### src/hw/rtl/lbrw_ram.sv
// ----------------------------------------------------------------------------
// Generic RAM
// Single write port and single read port with a registered read.
// ----------------------------------------------------------------------------
module lbrw_ram #(
	parameter int WIDTH = 8,
	parameter int DEPTH = 16
) (
	input  logic                     clk,
	input  logic                     wr_en,
	input  logic [$clog2(DEPTH)-1:0] wr_addr,
	input  logic [WIDTH-1:0]         wr_data,
	input  logic                     rd_en,
	input  logic [$clog2(DEPTH)-1:0] rd_addr,
	output logic [WIDTH-1:0]         rd_data
);

	logic [WIDTH-1:0] mem_q [DEPTH];

	always_ff @(posedge clk) begin
		if (wr_en) begin
			mem_q[wr_addr] <= wr_data;
		end
		if (rd_en) begin
			rd_data <= mem_q[rd_addr];
		end
	end

endmodule

### config.mk
export PLATFORM = sky130hd
export DESIGN_NAME = lbrw_ram
export DESIGN_NICKNAME = d
export VERILOG_FILES = /design/src/hw/rtl/lbrw_ram.sv
export SDC_FILE = /design/constraint.sdc
export NUM_CORES = 1
export LEC_CHECK = 0
export BUFFER_PORTS_ARGS = -buffer_cell sky130_fd_sc_hd__buf_2
export CORE_MARGIN = 2
export CORE_UTILIZATION = 40
export DETAILED_ROUTE_END_ITERATION = 8
export GPL_ROUTABILITY_DRIVEN = 0
export PLACE_DENSITY_LB_ADDON = 0.1
export SETUP_SLACK_MARGIN = 0.2
export SLEW_MARGIN = 30
export SYNTH_ARGS = -nofsm -noshare
export SYNTH_HDL_FRONTEND = slang
export SYNTH_SLANG_ARGS = --single-unit
### constraint.sdc
create_clock -name clk -period 4.7 [get_ports clk]
set_input_delay 0.705 -clock clk [delete_from_list [all_inputs] [get_ports clk]]
set_output_delay 0.705 -clock clk [all_outputs]
set_load 0.005 [all_outputs]
==> results.sh, run 1 <==
export IMPL_cts_inserted_buffers=17
export IMPL_power_density_nw_per_um2=428.5
export IMPL_clock_tree_root_cell="sky130_fd_sc_hd__clkbuf_16"
export IMPL_post_cts_hold_fix_bufs=0
export IMPL_crit_reg2reg_launch="mem_q[10][2]"
export IMPL_cts_setup_buffers=0
export IMPL_drt_antenna_violating_nets=0
export IMPL_num_vias=2358
export IMPL_leading_cell_type_by_number_of_instances_after_synthesis="sky130_fd_sc_hd__edfxtp_1"
export IMPL_setup_repair_after_global_routing_missed_its_margin="no"
export IMPL_p_sw_share_pct=20.04
export IMPL_cap_violations=0
export IMPL_route_detailed_drc=0
export IMPL_met3_wirelength_um=805
export IMPL_antenna_found_initial=1
export IMPL_power_frac_comb_pct=4.7
export IMPL_r2r_end="rd_data[2]"
export IMPL_cts_sinks=136
export IMPL_setup_tns_final_ns=0
export IMPL_detail_route_iter0_violations=149
export IMPL_synth_seq_area_share_pct=78.12
export IMPL_power_frac_clock_pct=42.2
export IMPL_worst_setup_path_start_kind="primary input"
export IMPL_timing_final_setup_violations=0
export IMPL_vias_per_cell=5.205
export IMPL_share_of_layout_cells_above_drive_strength_1_pct=27.14
export IMPL_reg2reg_slack_ns=3.18
export IMPL_syn_avg_cell_area_um2=22.83
export IMPL_number_of_enable_flip_flop_cells_after_synthesis=136
export IMPL_crit_required_ns=4.86
export IMPL_final_critical_path_setup_slack_ns=2.635
export IMPL_power_switching_mw=0.5184
export IMPL_clkLatencyLatePin_ns=0.41
export IMPL_synthArstFlopShare_pct=0
export IMPL_sequentialPowerShare_pct=53.2
export IMPL_routedWlPerCell_um=23.00
export IMPL_final_net_count=288
export IMPL_drt_pre_antenna_iters=4
export IMPL_setup_worst_path_end_class="register"
export IMPL_die_height_um=118.3
export IMPL_clk_path_buf_depth=2
export IMPL_dp_worst_slack_ns=1.789
export IMPL_synth_area_um2=5228
export IMPL_synthFlopType="sky130_fd_sc_hd__edfxtp_1"
export IMPL_worst_reg2reg_path_length_in_cells=3
export IMPL_dieWidth_um=118.3
export IMPL_whs_path_depth=1
export IMPL_area_growth_synth_to_final_pct=15.46
export IMPL_fmax_mhz=484.4
export IMPL_p_int_mw=2.068
export IMPL_worstHoldEndpoint="rd_data[2]"
export IMPL_actual_transition_at_the_worst_max_transition_pin_ns=0.9407
export IMPL_track_usage_pct=16.28
export IMPL_met2WireLength_mm=4.774
export IMPL_cts_htree_levels=4
export IMPL_hold_path_class="in2reg"
export IMPL_cp_arrival_ns=2.22
export IMPL_max_vdd_ir_drop_mv=0.2173
export IMPL_synth_area_top_cells="sky130_fd_sc_hd__edfxtp_1 78%, sky130_fd_sc_hd__mux4_2 7.8%, sky130_fd_sc_hd__mux4_1 7.0%, sky130_fd_sc_hd__a22oi_1 2.3%, sky130_fd_sc_hd__nor2_1 0.93%"
export IMPL_most_frequent_cells_after_synthesis="136 x sky130_fd_sc_hd__edfxtp_1, 18 x sky130_fd_sc_hd__mux4_2, 16 x sky130_fd_sc_hd__a22oi_1"
export IMPL_numPortBuffers=26
export IMPL_core_area_um2=12670
export IMPL_yosys_cell_types_count=18
export IMPL_worst_setup_startpoint="rd_addr[0]"
export IMPL_min_period_ns=2.065
export IMPL_slew_limit_headroom_pct=37.06
export IMPL_result_of_the_run="finished clean"
export IMPL_netlist_area_leader_share_pct=78.12
export IMPL_row_count=41
export IMPL_grt_max_degree=33
export IMPL_synth_ff_latch_count=136
export IMPL_routed_top_layer="met4"
export IMPL_final_slew_viol_count=0
export IMPL_fin_crit_sh_pct=43.93
export IMPL_io_pin_count=27
export IMPL_routed_wirelength_mm=10.42
export IMPL_floorplan_initialDensity_pct=41.26
export IMPL_clock_skew_final_ns=0.004702
export IMPL_die_area_um2=14000
export IMPL_p_leak_nw=1.973
export IMPL_timing_setup_critical_path_class="in2reg"
export IMPL_cell_type_with_the_largest_total_area_after_synthesis="sky130_fd_sc_hd__edfxtp_1"
export IMPL_clk_transition_reported_paths_ns=0.05
export IMPL_syn_num_nets=248
export IMPL_dp_final_hpwl_mm=6.373
export IMPL_first_pass_grt_wire_length_mm=15.61
export IMPL_hold_violations_final=0
export IMPL_postCtsResizedCells=0
export IMPL_grt_remaining_overflow=0
export IMPL_critPathMaxFanout=17
export IMPL_synthCells=229
export IMPL_met1_length_mm=4.677
export IMPL_hp_start="rd_en"
export IMPL_number_of_global_route_vias_before_repair=2528
export IMPL_clock_tree_from_tritoncts="done"
export IMPL_synth_warning_count=0
## critical path, stage by stage
cell,delay [ns]
sky130_fd_sc_hd__buf_2,0.29
sky130_fd_sc_hd__buf_12,0.24
sky130_fd_sc_hd__mux4_1,0.59
sky130_fd_sc_hd__a22oi_1,0.30
sky130_fd_sc_hd__nand2_1,0.08
## worst max-delay path by stage
stage / endpoint
after floorplan: mem_q[0][0]
after global placement: rd_data[1]
after detailed placement: rd_data[0]
after CTS: rd_data[0]
after global routing: rd_data[2]
final: rd_data[2]
## flip-flops by register name (all words and copies together), names as in the netlist
| register | cells |
|---|---|
| mem_q | 128 |
| rd_data | 8 |
## cells by family after synthesis
logic type	synth area share, %
compound gates	2.298
buf+inv	1.651
flops	78.12
mux	14.79
simple gates	3.136
## through the flow
step / hold WS (ns) / std cells / utilization (%) / total power, mW / instance area, µm²
final: 0.6554 / 453 / 47.64 / 2.586 / 6036
after floorplan: 0.7048 / 229 / - / 1.466 / 5228
after detailed placement: 0.7392 / 421 / 43.58 / 1.521 / 5522
after global placement: 0.7415 / 421 / 43.58 / 1.519 / 5522
after CTS: 0.6486 / 451 / 47.34 / 2.609 / 5998
after global routing: 0.6559 / 452 / 47.62 / 2.670 / 6033
## layout by cell type (no fill, tap or decap), drive strengths merged
master	synthesis	final
mux4	32	32
buf	7	31
clkinv	0	9
a22oi	16	16
nand3b	2	2
and2b	1	1
nand2	9	9
clkbuf	0	21
edfxtp	136	136
diode	0	1
and2	1	1
nand2b	2	2
or3b	1	1
nor3	4	4
nor2	13	13
nor2b	1	1
nand3	1	1
## per-layer routing
layer / global-route usage (%) / vias to the layer above
met5: 0 / -
met2: 23.12 / 76
li1: - / 1061
met4: 6.325 / 0
met3: 5.598 / 12
met1: 23.13 / 1209
## final cells by class
type | count | area, µm²
Fill cell | 1061 | 6635
Antenna cell | 1 | 2.502
Timing Repair Buffer | 31 | 180.2
Clock inverter | 9 | 36.28
Clock buffer | 21 | 440.4
Multi-Input combinational cell | 83 | 1077
Tap cell | 172 | 215.2
Sequential cell | 136 | 4084
## power groups by stage
stage	Sequential (mW)	Combinational, mW	Clock, mW
3_3_place_gp	1.40	0.120	0
3_5_place_dp	1.40	0.121	0
5_1_grt	1.38	0.132	1.16
4_1_cts	1.38	0.121	1.11
2_1_floorplan	1.40	0.0690	0
6_report	1.38	0.121	1.09
(Power assumes the default switching activity.)
==> run 2, diff against run 1 <==
Settings changed: ABC_AREA set to 1.
Clock period 4.7 ns to 1.66 ns, I/O delays scaled along.
==> results.sh, run 2 <==
export IMPL_result_of_the_run="finished clean"
export IMPL_final_common_cell="sky130_fd_sc_hd__nand2_1"
export IMPL_synth_xor_xnor_area_share_pct=0
export IMPL_timing_final_setup_violations=0
export IMPL_first_pass_grt_wire_length_mm=22.36
export IMPL_power_density_nw_per_um2=1155
export IMPL_hold_path_class="in2reg"
export IMPL_cts_htree_levels=4
export IMPL_setup_repair_after_global_routing_missed_its_margin="no"
export IMPL_min_period_ns=1.267
export IMPL_clk_transition_reported_paths_ns=0.06
export IMPL_finish_instance_area_um2=6848
export IMPL_cell_type_with_the_largest_total_area_after_synthesis="sky130_fd_sc_hd__edfxtp_1"
export IMPL_hold_violations_final=0
export IMPL_clkLatencyLatePin_ns=0.42
export IMPL_most_frequent_cells_after_synthesis="173 x sky130_fd_sc_hd__nand2_1, 136 x sky130_fd_sc_hd__edfxtp_1, 100 x sky130_fd_sc_hd__inv_1"
export IMPL_final_slew_viol_count=0
export IMPL_area_growth_synth_to_final_pct=17.12
export IMPL_synth_area_um2=5847
export IMPL_setup_tns_final_ns=0
export IMPL_share_of_layout_cells_above_drive_strength_1_pct=13.54
export IMPL_slowest_stage="sky130_fd_sc_hd__edfxtp_1"
export IMPL_numPortBuffers=26
export IMPL_share_of_cell_area_taken_by_muxes_after_synthesis_pct=0
export IMPL_postCtsResizedCells=0
export IMPL_cap_violations=0
export IMPL_synth_ff_latch_count=136
export IMPL_critPathMaxFanout=1
export IMPL_synth_seq_area_share_pct=69.85
export IMPL_synth_area_top_cells="sky130_fd_sc_hd__edfxtp_1 70%, sky130_fd_sc_hd__nand2_1 11%, sky130_fd_sc_hd__nand3_1 8.3%, sky130_fd_sc_hd__inv_1 6.4%, sky130_fd_sc_hd__buf_6 1.2%"
export IMPL_leading_cell_type_by_number_of_instances_after_synthesis="sky130_fd_sc_hd__nand2_1"
export IMPL_worst_setup_path_start_kind="register"
export IMPL_synth_fa_ha_area_share_pct=0
export IMPL_path_buf_inv=1
export IMPL_syn_avg_cell_area_um2=10.61
export IMPL_largest_register_ffs=128
export IMPL_cp_top_family="flip-flops"
export IMPL_max_vdd_ir_drop_mv=0.7296
export IMPL_p_leak_nw=2.966
export IMPL_clock_tree_from_tritoncts="done"
export IMPL_num_vias=3770
export IMPL_clock_skew_final_ns=0.004897
export IMPL_synth_warning_count=0
export IMPL_layout_cells_most_common_list="173 x sky130_fd_sc_hd__nand2_1, 136 x sky130_fd_sc_hd__edfxtp_1, 100 x sky130_fd_sc_hd__inv_1"
export IMPL_io_pin_count=27
export IMPL_die_area_um2=15600
export IMPL_row_count=44
export IMPL_crit_required_ns=1.41
export IMPL_cts_sinks=136
export IMPL_yosys_area_share_simple_pct=20.76
export IMPL_clock_tree_root_cell="sky130_fd_sc_hd__clkbuf_16"
export IMPL_synthFlopType="sky130_fd_sc_hd__edfxtp_1"
export IMPL_number_of_global_route_vias_before_repair=3826
export IMPL_largest_registers="mem_q: 128 flops, rd_data: 8 flops"
export IMPL_dieWidth_um=124.9
export IMPL_number_of_enable_flip_flop_cells_after_synthesis=136
export IMPL_path_cells="buf_2"
export IMPL_yosys_cell_types_count=11
export IMPL_core_area_um2=14420
export IMPL_synthArstFlopShare_pct=0
export IMPL_synthCells=551
export IMPL_grt_remaining_overflow=0
export IMPL_antenna_found_initial=0
export IMPL_actual_transition_at_the_worst_max_transition_pin_ns=0.6248
export IMPL_fmax_mhz=789.0
export IMPL_fin_crit_sh_pct=76.35
export IMPL_antennaDiodeCount=0
export IMPL_vias_per_cell=4.730
export IMPL_setup_worst_path_end_class="primary output"
export IMPL_floorplan_initialDensity_pct=40.54
export IMPL_track_usage_pct=19.11
export IMPL_syn_num_nets=570
export IMPL_placedInstanceArea_um2=6301
export IMPL_cts_setup_buffers=0
export IMPL_slew_limit_headroom_pct=58.29
export IMPL_cts_inserted_buffers=17
export IMPL_route_detailed_drc=0
export IMPL_routed_wirelength_mm=14.00
export IMPL_drt_pre_antenna_iters=4
export IMPL_detail_route_iter0_violations=297
export IMPL_slowest_delay_ns=0.44
export IMPL_netlist_area_leader_share_pct=69.85
export IMPL_synth_top_family_by_area="simple AND/OR/NAND/NOR gates"
export IMPL_timing_setup_critical_path_class="reg2out"
export IMPL_synth_compound_area_share_pct=0
export IMPL_die_height_um=124.9
export IMPL_clk_path_buf_depth=2
export IMPL_grt_max_degree=43
export IMPL_cp_arrival_ns=1.02
export IMPL_drt_antenna_violating_nets=0
export IMPL_dp_final_hpwl_mm=9.058
export IMPL_routedWlPerCell_um=17.57
export IMPL_largest_register_by_flop_count="mem_q"
export IMPL_post_cts_hold_fix_bufs=0
export IMPL_final_net_count=619
==> run 2: logic make-up after synthesis <==
logic type,count (synthesis)
buffers and inverters,126
DFF,136
and+or+nand+nor,289
==> run 2: metal layers <==
layer | part of all wire (%) | global-route usage, % | vias up
li1 | - | - | 1880
met1 | 48 | 26.83 | 1795
met2 | 46 | 29.83 | 73
met3 | 4.4 | 3.866 | 22
met4 | 1.8 | 6.797 | 0
met5 | 0 | 0 | -
==> run 2: final cells by class <==
class,instances,area [µm²]
fillers,1337,7576
repair buffers,54,390.4
flip-flops and latches,136,4084
well taps,184,230.2
multi-input cells,289,1214
clock buffers,21,440.4
inverters,102,382.9
clock inverters,11,106.4
==> run 2: final timing paths <==
| kind | start | to | slack [ns] | cells after the start |
|---|---|---|---|---|
| setup / recovery | rd_data[3] | rd_data[3] | 0.39 | 1 |
| hold / removal | rd_en | rd_data[0] | 0.21 | 1 |
| setup reg to reg | mem_q[5][3] | rd_data[3] | 0.51 | 6 |
| hold reg to reg | mem_q[14][4] | rd_data[4] | 0.74 | 6 |
==> run 2: through the flow <==
step | total power, mW | hold WS [ns] | instances | utilization, % | worst slack [ns]
5_1_grt | 8.196 | 0.2026 | 797 | 47.48 | 0.3793
4_1_cts | 7.973 | 0.1959 | 797 | 47.48 | 0.3817
2_1_floorplan | 4.230 | 0.3479 | 551 | - | 0.4602
3_3_place_gp | 4.458 | 0.6333 | 765 | 43.68 | 0.1147
3_5_place_dp | 4.460 | 0.6353 | 765 | 43.68 | 0.08647
6_report | 7.911 | 0.2056 | 797 | 47.48 | 0.3926
==> run 2: where the power goes <==
part	switching [mW]	internal, mW
clock	1.35	2.18
combinational	0.336	0.151
sequential	0.0236	3.87
==> run 3, diff against run 2 <==
Clock period 1.66 ns to 1.02 ns, I/O delays scaled along.
==> results.sh, run 3 (synthesized netlist as in run 2, its figures left out) <==
export IMPL_area_growth_synth_to_final_pct=27.26
export IMPL_cts_htree_levels=4
export IMPL_cp_top_family="flip-flops"
export IMPL_setup_repair_after_global_routing_missed_its_margin="yes"
export IMPL_grt_max_degree=44
export IMPL_final_critical_path_setup_slack_ns=-0.1549
export IMPL_final_net_count=620
export IMPL_setup_worst_path_end="rd_data[7]"
export IMPL_path_cells="buf_6"
export IMPL_critPathMaxFanout=1
export IMPL_routed_wirelength_mm=14.64
export IMPL_worst_setup_startpoint="rd_data[7]"
export IMPL_cp_arrival_ns=1.02
export IMPL_reg2reg_slack_ns=-0.04
export IMPL_antennaDiodeCount=0
export IMPL_track_usage_pct=20.03
export IMPL_min_period_ns=1.175
export IMPL_route_detailed_drc=0
export IMPL_crit_reg2reg_launch="mem_q[5][7]"
export IMPL_share_of_layout_cells_above_drive_strength_1_pct=30.34
export IMPL_number_of_global_route_vias_before_repair=3862
export IMPL_floorplan_initialDensity_pct=40.54
export IMPL_grt_remaining_overflow=0
export IMPL_dp_final_hpwl_mm=9.607
export IMPL_io_pin_count=27
export IMPL_worst_reg2reg_path_length_in_cells=6
export IMPL_p_int_mw=10.15
export IMPL_numPortBuffers=26
export IMPL_sequentialPowerShare_pct=48.7
export IMPL_worst_setup_path_start_kind="register"
export IMPL_vias_per_cell=4.725
export IMPL_largest_register_by_flop_count="mem_q"
export IMPL_timing_final_setup_violations=16
export IMPL_cap_violations=0
export IMPL_core_area_um2=14420
export IMPL_clock_tree_from_tritoncts="done"
export IMPL_dieWidth_um=124.9
export IMPL_power_frac_comb_pct=7.7
export IMPL_crit_required_ns=0.87
export IMPL_clk_path_buf_depth=2
export IMPL_die_height_um=124.9
export IMPL_failed_checks="negative setup slack"
export IMPL_total_power_mw=13.02
export IMPL_power_frac_clock_pct=43.6
export IMPL_slowest_stage="sky130_fd_sc_hd__edfxtp_1"
export IMPL_path_buf_inv=1
export IMPL_die_area_um2=15600
export IMPL_final_slew_viol_count=0
export IMPL_actual_transition_at_the_worst_max_transition_pin_ns=0.4598
export IMPL_drt_antenna_violating_nets=0
export IMPL_clkLatencyLatePin_ns=0.42
export IMPL_detail_route_iter0_violations=256
export IMPL_setup_worst_path_end_class="primary output"
export IMPL_slowest_delay_ns=0.44
export IMPL_num_vias=3766
export IMPL_r2r_end="rd_data[7]"
export IMPL_hold_path_class="in2reg"
export IMPL_fmax_mhz=851.2
export IMPL_first_pass_grt_wire_length_mm=22.94
export IMPL_slew_limit_headroom_pct=69.35
export IMPL_cts_inserted_buffers=17
export IMPL_clock_skew_final_ns=0.005108
export IMPL_clk_transition_reported_paths_ns=0.05
export IMPL_cts_sinks=136
export IMPL_largest_registers="mem_q: 128 flops, rd_data: 8 flops"
export IMPL_final_common_cell="sky130_fd_sc_hd__nand2_1"
export IMPL_clock_tree_root_cell="sky130_fd_sc_hd__clkbuf_16"
export IMPL_p_leak_nw=3.121
export IMPL_max_vdd_ir_drop_mv=1.042
export IMPL_row_count=44
export IMPL_antenna_found_initial=0
export IMPL_power_density_nw_per_um2=1750
export IMPL_routedWlPerCell_um=18.37
export IMPL_power_switching_mw=2.874
export IMPL_p_sw_share_pct=22.07
export IMPL_result_of_the_run="finished, violations left"
export IMPL_largest_register_ffs=128
export IMPL_layout_cells_most_common_list="148 x sky130_fd_sc_hd__nand2_1, 136 x sky130_fd_sc_hd__edfxtp_1, 91 x sky130_fd_sc_hd__inv_1"
export IMPL_hold_violations_final=0
export IMPL_timing_setup_critical_path_class="reg2out"
export IMPL_setup_tns_final_ns=-1.017
export IMPL_critical_path_cell_count=1
export IMPL_post_route_util_pct=51.59
export IMPL_fin_crit_sh_pct=115.2
export IMPL_drt_pre_antenna_iters=5
run 3: layer usage:
layer	share of wire, %	GRT usage [%]
met3	5.8	3.995
met2	49	30.44
met4	0.83	8.431
met5	0	0
met1	45	28.32
run 3: power by group through the flow:
stage | Sequential [mW] | Combinational (mW) | Clock (mW)
2_1_floorplan | 6.44 | 0.530 | 0
3_3_place_gp | 6.46 | 0.901 | 0
3_5_place_dp | 6.46 | 0.903 | 0
4_1_cts | 6.35 | 0.967 | 5.78
5_1_grt | 6.35 | 1.10 | 6.02
6_report | 6.34 | 0.997 | 5.68
run 3: metrics by stage:
step	cells	instance area, µm²	worst slack [ns]	hold WS [ns]
2_1_floorplan	551	6102	-0.006641	0.2519
3_3_place_gp	764	6551	-0.3417	0.5261
3_5_place_dp	764	6551	-0.3490	0.5356
4_1_cts	795	7272	-0.1712	0.09594
5_1_grt	797	7441	-0.1751	0.09994
6_report	797	7441	-0.1549	0.1062
run 3: worst min path at each step:
stage	start	slack, ns	to	cells after the start
after CTS	wr_data[5]	0.1	mem_q[8][5]	2
final	wr_data[5]	0.11	mem_q[8][5]	2
after global placement	wr_data[5]	0.53	mem_q[8][5]	2
after detailed placement	wr_data[5]	0.54	mem_q[8][5]	2
after global routing	wr_data[5]	0.1	mem_q[8][5]	2
after floorplan	wr_data[0]	0.25	mem_q[0][0]	0
run 3: timing repair:
action,4_1_cts,5_1_grt
hold buffers,0,0
pin swaps,37,34
resized for setup,42,32
setup buffers,0,2
gates cloned,0,0
setup endpoints to repair,16,69
run 3: final cells by class:
class	instances	area [µm²]
Tap cell	184	230.2
Fill cell	1284	6983
Sequential cell	136	4084
Multi-Input combinational cell	289	1662
Inverter	102	390.4
Clock inverter	13	112.6
Timing Repair Buffer	55	533.0
Clock buffer	18	429.2
